==> src/sv/wclt_pkg.sv <==
// ----------------------------------------------------------------------------
// wclt_pkg
// Shared types, field widths and codes of the client learning table.
// ----------------------------------------------------------------------------
`timescale 1ns / 1ps
`default_nettype none

package wclt_pkg;

    // table geometry
    localparam int TABLE_DEPTH = 256;
    localparam int IDX_W       = $clog2(TABLE_DEPTH);
    localparam int CNT_W       = IDX_W + 1;

    // field widths
    localparam int MAC_W   = 48;
    localparam int RSSI_W  = 8;
    localparam int CHAN_W  = 4;
    localparam int FTYPE_W = 2;
    localparam int KIND_W  = 2;
    localparam int INFO_W  = MAC_W + RSSI_W + CHAN_W;

    // header decode constants
    localparam logic [FTYPE_W-1:0] FTYPE_DATA = 2'd2;
    localparam int                 GROUP_BIT  = 40;

    // register reset
    localparam logic [CNT_W-1:0] MAX_ENTRIES_RESET = 9'd200;

    // input item kinds
    typedef enum logic [KIND_W-1:0] {
        KIND_FRAME = 2'd0,
        KIND_READ  = 2'd1,
        KIND_CLEAR = 2'd2,
        KIND_OTHER = 2'd3
    } kind_t;

    // result action codes
    typedef enum logic [2:0] {
        ACT_DROP   = 3'd0,
        ACT_UPDATE = 3'd1,
        ACT_INSERT = 3'd2,
        ACT_FULL   = 3'd3,
        ACT_READ   = 3'd4
    } action_t;

    // result source select
    typedef enum logic [2:0] {
        RS_DROP      = 3'd0,
        RS_READ_MISS = 3'd1,
        RS_READ_HIT  = 3'd2,
        RS_UPDATE    = 3'd3,
        RS_INSERT    = 3'd4,
        RS_FULL      = 3'd5
    } res_sel_t;

    // controller states
    typedef enum logic [2:0] {
        ST_IDLE   = 3'd0,
        ST_DECODE = 3'd1,
        ST_READ   = 3'd2,
        ST_SEARCH = 3'd3,
        ST_EMIT   = 3'd4
    } state_t;

    // controller to datapath
    typedef struct packed {
        logic     capture;
        logic     rd_req;
        logic     scan_start;
        logic     scan_run;
        logic     clear_count;
        logic     wr_update;
        logic     wr_insert;
        logic     res_load;
        res_sel_t res_sel;
        logic     out_load;
    } cmd_t;

    // datapath to controller
    typedef struct packed {
        kind_t kind;
        logic  frame_ok;
        logic  read_hit;
        logic  match;
        logic  scan_done;
        logic  room;
    } status_t;

endpackage

`default_nettype wire

==> src/sv/wclt_ctrl.sv <==
// ----------------------------------------------------------------------------
// wclt_ctrl
// Sequencer: decode, read, linear search and result hand-off.
// ----------------------------------------------------------------------------
`timescale 1ns / 1ps
`default_nettype none

module wclt_ctrl (
    input  wire logic              clk,
    input  wire logic              rst_n,
    input  wire logic              in_valid,
    output logic                   in_ready,
    output logic                   out_valid,
    input  wire logic              out_ready,
    input  wire wclt_pkg::status_t st,
    output wclt_pkg::cmd_t         cmd
);

    wclt_pkg::state_t state_reg;
    wclt_pkg::state_t state_next;
    logic             out_valid_reg;
    logic             out_valid_next;
    logic             slot_free;

    assign slot_free = !out_valid_reg || out_ready;

    // state register
    always_ff @(posedge clk or negedge rst_n)
    begin
        if (!rst_n)
        begin
            state_reg     <= wclt_pkg::ST_IDLE;
            out_valid_reg <= 1'b0;
        end
        else
        begin
            state_reg     <= state_next;
            out_valid_reg <= out_valid_next;
        end
    end

    // next state
    always_comb
    begin
        state_next = state_reg;
        unique case (state_reg)
            wclt_pkg::ST_IDLE:
            begin
                if (in_valid)
                begin
                    state_next = wclt_pkg::ST_DECODE;
                end
            end
            wclt_pkg::ST_DECODE:
            begin
                if (st.kind == wclt_pkg::KIND_READ && st.read_hit)
                begin
                    state_next = wclt_pkg::ST_READ;
                end
                else if (st.kind == wclt_pkg::KIND_FRAME && st.frame_ok)
                begin
                    state_next = wclt_pkg::ST_SEARCH;
                end
                else
                begin
                    state_next = wclt_pkg::ST_EMIT;
                end
            end
            wclt_pkg::ST_READ:
            begin
                state_next = wclt_pkg::ST_EMIT;
            end
            wclt_pkg::ST_SEARCH:
            begin
                if (st.match || st.scan_done)
                begin
                    state_next = wclt_pkg::ST_EMIT;
                end
            end
            wclt_pkg::ST_EMIT:
            begin
                if (slot_free)
                begin
                    state_next = wclt_pkg::ST_IDLE;
                end
            end
            default:
            begin
                state_next = wclt_pkg::ST_IDLE;
            end
        endcase
    end

    // command outputs
    always_comb
    begin
        cmd         = '0;
        cmd.res_sel = wclt_pkg::RS_DROP;
        in_ready    = 1'b0;
        unique case (state_reg)
            wclt_pkg::ST_IDLE:
            begin
                in_ready    = 1'b1;
                cmd.capture = in_valid;
            end
            wclt_pkg::ST_DECODE:
            begin
                unique case (st.kind)
                    wclt_pkg::KIND_CLEAR:
                    begin
                        cmd.clear_count = 1'b1;
                        cmd.res_load    = 1'b1;
                    end
                    wclt_pkg::KIND_READ:
                    begin
                        if (st.read_hit)
                        begin
                            cmd.rd_req = 1'b1;
                        end
                        else
                        begin
                            cmd.res_load = 1'b1;
                            cmd.res_sel  = wclt_pkg::RS_READ_MISS;
                        end
                    end
                    wclt_pkg::KIND_FRAME:
                    begin
                        if (st.frame_ok)
                        begin
                            cmd.scan_start = 1'b1;
                        end
                        else
                        begin
                            cmd.res_load = 1'b1;
                        end
                    end
                    wclt_pkg::KIND_OTHER:
                    begin
                        cmd.res_load = 1'b1;
                    end
                    default:
                    begin
                        cmd.res_load = 1'b1;
                    end
                endcase
            end
            wclt_pkg::ST_READ:
            begin
                cmd.res_load = 1'b1;
                cmd.res_sel  = wclt_pkg::RS_READ_HIT;
            end
            wclt_pkg::ST_SEARCH:
            begin
                cmd.scan_run = 1'b1;
                // hit wins over end of scan
                priority if (st.match)
                begin
                    cmd.wr_update = 1'b1;
                    cmd.res_load  = 1'b1;
                    cmd.res_sel   = wclt_pkg::RS_UPDATE;
                end
                else if (st.scan_done && st.room)
                begin
                    cmd.wr_insert = 1'b1;
                    cmd.res_load  = 1'b1;
                    cmd.res_sel   = wclt_pkg::RS_INSERT;
                end
                else if (st.scan_done)
                begin
                    cmd.res_load = 1'b1;
                    cmd.res_sel  = wclt_pkg::RS_FULL;
                end
                else
                begin
                    cmd.res_load = 1'b0;
                end
            end
            wclt_pkg::ST_EMIT:
            begin
                cmd.out_load = slot_free;
            end
            default:
            begin
                in_ready = 1'b0;
            end
        endcase
    end

    // output valid flag
    always_comb
    begin
        out_valid_next = out_valid_reg;
        if (cmd.out_load)
        begin
            out_valid_next = 1'b1;
        end
        else if (out_ready)
        begin
            out_valid_next = 1'b0;
        end
    end

    assign out_valid = out_valid_reg;

endmodule

`default_nettype wire

==> config.mk <==
export PLATFORM = sky130hd
export DESIGN_NAME = wclt_ctrl
export DESIGN_NICKNAME = d
export VERILOG_FILES = /design/src/sv/wclt_pkg.sv /design/src/sv/wclt_ctrl.sv
export SDC_FILE = /design/constraint.sdc
export NUM_CORES = 1
export LEC_CHECK = 0
export ABC_AREA = 1
export BUFFER_PORTS_ARGS = -buffer_cell sky130_fd_sc_hd__buf_4
export CORE_AREA = 2 2 39 41
export CTS_CLUSTER_DIAMETER = 40
export DETAILED_ROUTE_END_ITERATION = 12
export DIE_AREA = 0 0 41 43
export GPL_ROUTABILITY_DRIVEN = 0
export HOLD_SLACK_MARGIN = 0.12
export MAX_ROUTING_LAYER = met4
export PLACE_DENSITY_LB_ADDON = 0.2
export SLEW_MARGIN = 20
export SYNTH_ARGS = -nofsm -noshare
export SYNTH_HDL_FRONTEND = slang
export SYNTH_SLANG_ARGS = --single-unit
==> constraint.sdc <==
create_clock -name clk -period 1.1 [get_ports clk]
set_input_delay 0.055 -clock clk [delete_from_list [all_inputs] [get_ports clk]]
set_output_delay 0.055 -clock clk [all_outputs]
set_load 0.02 [all_outputs]
==> impl_metrics.toml <==
[run_status]
status = "finished, violations left"
failed_checks = "setup timing"

[placed_design]
hpwl_um = 816
placed_cells_incl_taps = 99
buffer_ports.inserted = 24

[synthesis]
ys_dominant_reg_cell = "dfrtp_1"
synthDistinctLibCells = 19
synth_nets = 68
synth_top_cells_by_count = "nand2_1 (13), nor2_1 (10), inv_1 (9), dfrtp_1 (4), a21oi_1 (3)"
yosys_warnings = 0
most_used_standard_cell_by_instance_count_after_synthesis = "nand2_1"
synth_enable_flop_cells = 0
postSynth.asyncResetShare_pct = 100
synthesis.instances = 57
synth_largest_type_area_fraction_pct = 26.7
synthDominantAreaCellType = "dfrtp_1"
synth.area.top_cells = "dfrtp_1 (27%), nand2_1 (13%), nor2_1 (10%)"
synth.yosys.seq_area_share_pct = 26.7
syn-mean-instance-area_sq_um = 6.59
ys_ff_latch = 4
post_synth_instance_area_sq_um = 375

[timing]
worst_slew_slack_as_a_fraction_of_its_limit_pct = 87.0
max_slew.worst_pin.slew_ns = 0.194
timing.fmax_ghz = 0.744
final-hold-violation-count = 0
finalSetupViolations = 15
fin_tns_setup_ns = -1.95
finalWorstSetupSlack_ns = -0.243
hold_slack_ns = 0.159
grt_setup_unrepaired = "yes"
layout_min_cycle_time_ns = 1.34
skew_ns = 0.00259
slew_viol_final = 0
period_share_pct = 122

[routing]
drc = 0
vias = 506
drt-wirelength-per-cell_um = 10.9
detail_route.vias_per_cell = 4.44
drt_iter0_drc = 11
final_antenna_net_count = 0
initial_drt_pass_iterations = 4
postRouteWirelength_mm = 1.24

[grt]
number_of_antenna_violations_at_the_first_check_in_global_routing = 0
first_global_vias = 445
grt_pass1_wl_mm = 1.71
grt_start_max_net_pins = 6
grt_total_usage_pct = 14.8
final_global_route_overflow_total = 0

[floorplanning]
floorplan.die_area_sq_mm = 0.00176
core_area_sq_mm = 0.00138
die_height_um = 43
floorplan.die.width_um = 41
floorplan.initialDensity_pct = 27.1
floorplan.io_pins = 25
rows = 14

[final_layout]
proportion_of_layout_cells_with_a_drive_suffix_above_1_pct = 67.3
diodes = 0
design.final.nets = 111
fillCellCount = 125
area.growth.synth_to_final_pct = 121
finish.cell_count_without_fillers = 114
max_reg_flops = 3

[cts]
clockBufferDepth = 2
worst_skew_pair.late_latency_ns = 0.23
cts_tree = "done"
clkSinkCount = 4
htreeDepth = 1
clock-root-buffer = "clkbuf_4"
num_cts_buffers = 3
clkTransAtPathRegs_ns = 0.04

[critical_path]
start_point_of_the_critical_path = "state_reg[2]"
crit_path_start_kind = "register"
r2r-start = "state_reg[1]"
worst-endpoint-required_ns = 1.04
crit_fanout = 3
worstRegToRegCells = 8
path_class = "reg2out"
worst_ep_arrival_time_ns = 1.29
end_kind = "output port"
worstReg2RegEnd = "state_reg[0]"
worst_setup_slack_for_register_to_register_paths_ns = -0.11

[pwr]
clock_power_share_pct = 10.9
peakVddDrop_uv = 961
p_leak_uw = 0.000465
p_comb_share_pct = 71.2
power.share.sequential_pct = 17.9
internal-power_uw = 917
power.total_uw = 1630
sw_frac_of_total_pct = 43.8
powerDensity_mw_per_mm2 = 1970
p_sw_uw = 715

[worst_hold_path]
type_of_the_worst_min_delay_path = "in2async"

[job]
max_cap_viol_count = 0
==> critical path, stage by stage, from the launching register on <==
cell and delay (ns):
dfrtp_2 0.44, inv_4 0.09, nand2_1 0.08, a31oi_1 0.17
inv_1 0.08, nand2_1 0.06, buf_4 0.13
==> power by group through the flow <==
stage	logic, uW	clock network [uW]	registers [uW]
after global routing	1240	202	302
final	1160	178	293
after global placement	729	0	277
after CTS	881	187	282
after floorplan	481	0	265
after detailed placement	727	0	281
==> layer usage <==
metal	GRT usage (%)	vias up	part of all wire (%)
li1	-	257	-
met5	-	-	0
met1	18.0	240	40
met2	21.9	9	56
met3	4.71	0	4.0
met4	6.00	0	0
==> cells in the final DEF, fill, tap and decap left out, types with 2 or more instances in the layout <==
cell / n
dfrtp_2: 3
nand2_1: 10
nand2_2: 2
buf_6: 11
buf_4: 28
nand3b_1: 2
nand2_4: 4
nor2_2: 2
clkbuf_4: 3
a21oi_2: 2
nor2_4: 4
nand3_1: 2
nor3_2: 2
nor2_1: 6
inv_1: 8
==> area by class of cell <==
cell class,count,area [sq um],share of cell area [%]
repair buffers,40,344,41.5
multi-input cells,41,298,36.0
flip-flops and latches,4,104,12.5
inverters,10,40.0,4.83
clock buffers,3,22.5,2.72
well taps,16,20.0,2.42
==> worst max path at each step <==
stage,to,slack [ns]
2_1_floorplan,state_reg[1],-0.06
3_3_place_gp,cmd[5],-0.04
3_5_place_dp,cmd[5],-0.04
4_1_cts,cmd[4],-0.23
5_1_grt,cmd[1],-0.30
6_report,cmd[4],-0.24
==> logic make-up after synthesis <==
logic type	Yosys count	share of synthesized area, %
AND/OR/NAND/NOR	36	49.3
flip-flops	4	26.7
buffers and inverters	12	15.0
AO/OA/AOI/OAI	5	9.00
==> timing repair <==
| item | 4_1_cts | 5_1_grt |
|---|---|---|
| resized for setup | 15 | 17 |
| cloned | 0 | 0 |
| buffers inserted | 6 | 5 |
| endpoints found under the setup margin | 13 | 16 |
| pin swaps | 4 | 6 |
| hold buffers | 1 | 0 |
| hold endpoints to repair | 4 | 0 |
==> per-stage QoR <==
step	worst slack, ns	instance area, sq um	util, %
4_1_cts	-0.235	726	52.4
3_3_place_gp	-0.0396	598	43.2
5_1_grt	-0.300	828	59.9
6_report	-0.243	828	59.9
2_1_floorplan	-0.0562	387	-
3_5_place_dp	-0.0440	598	43.2
No activity file was read; power rests on OpenSTA's default activity.
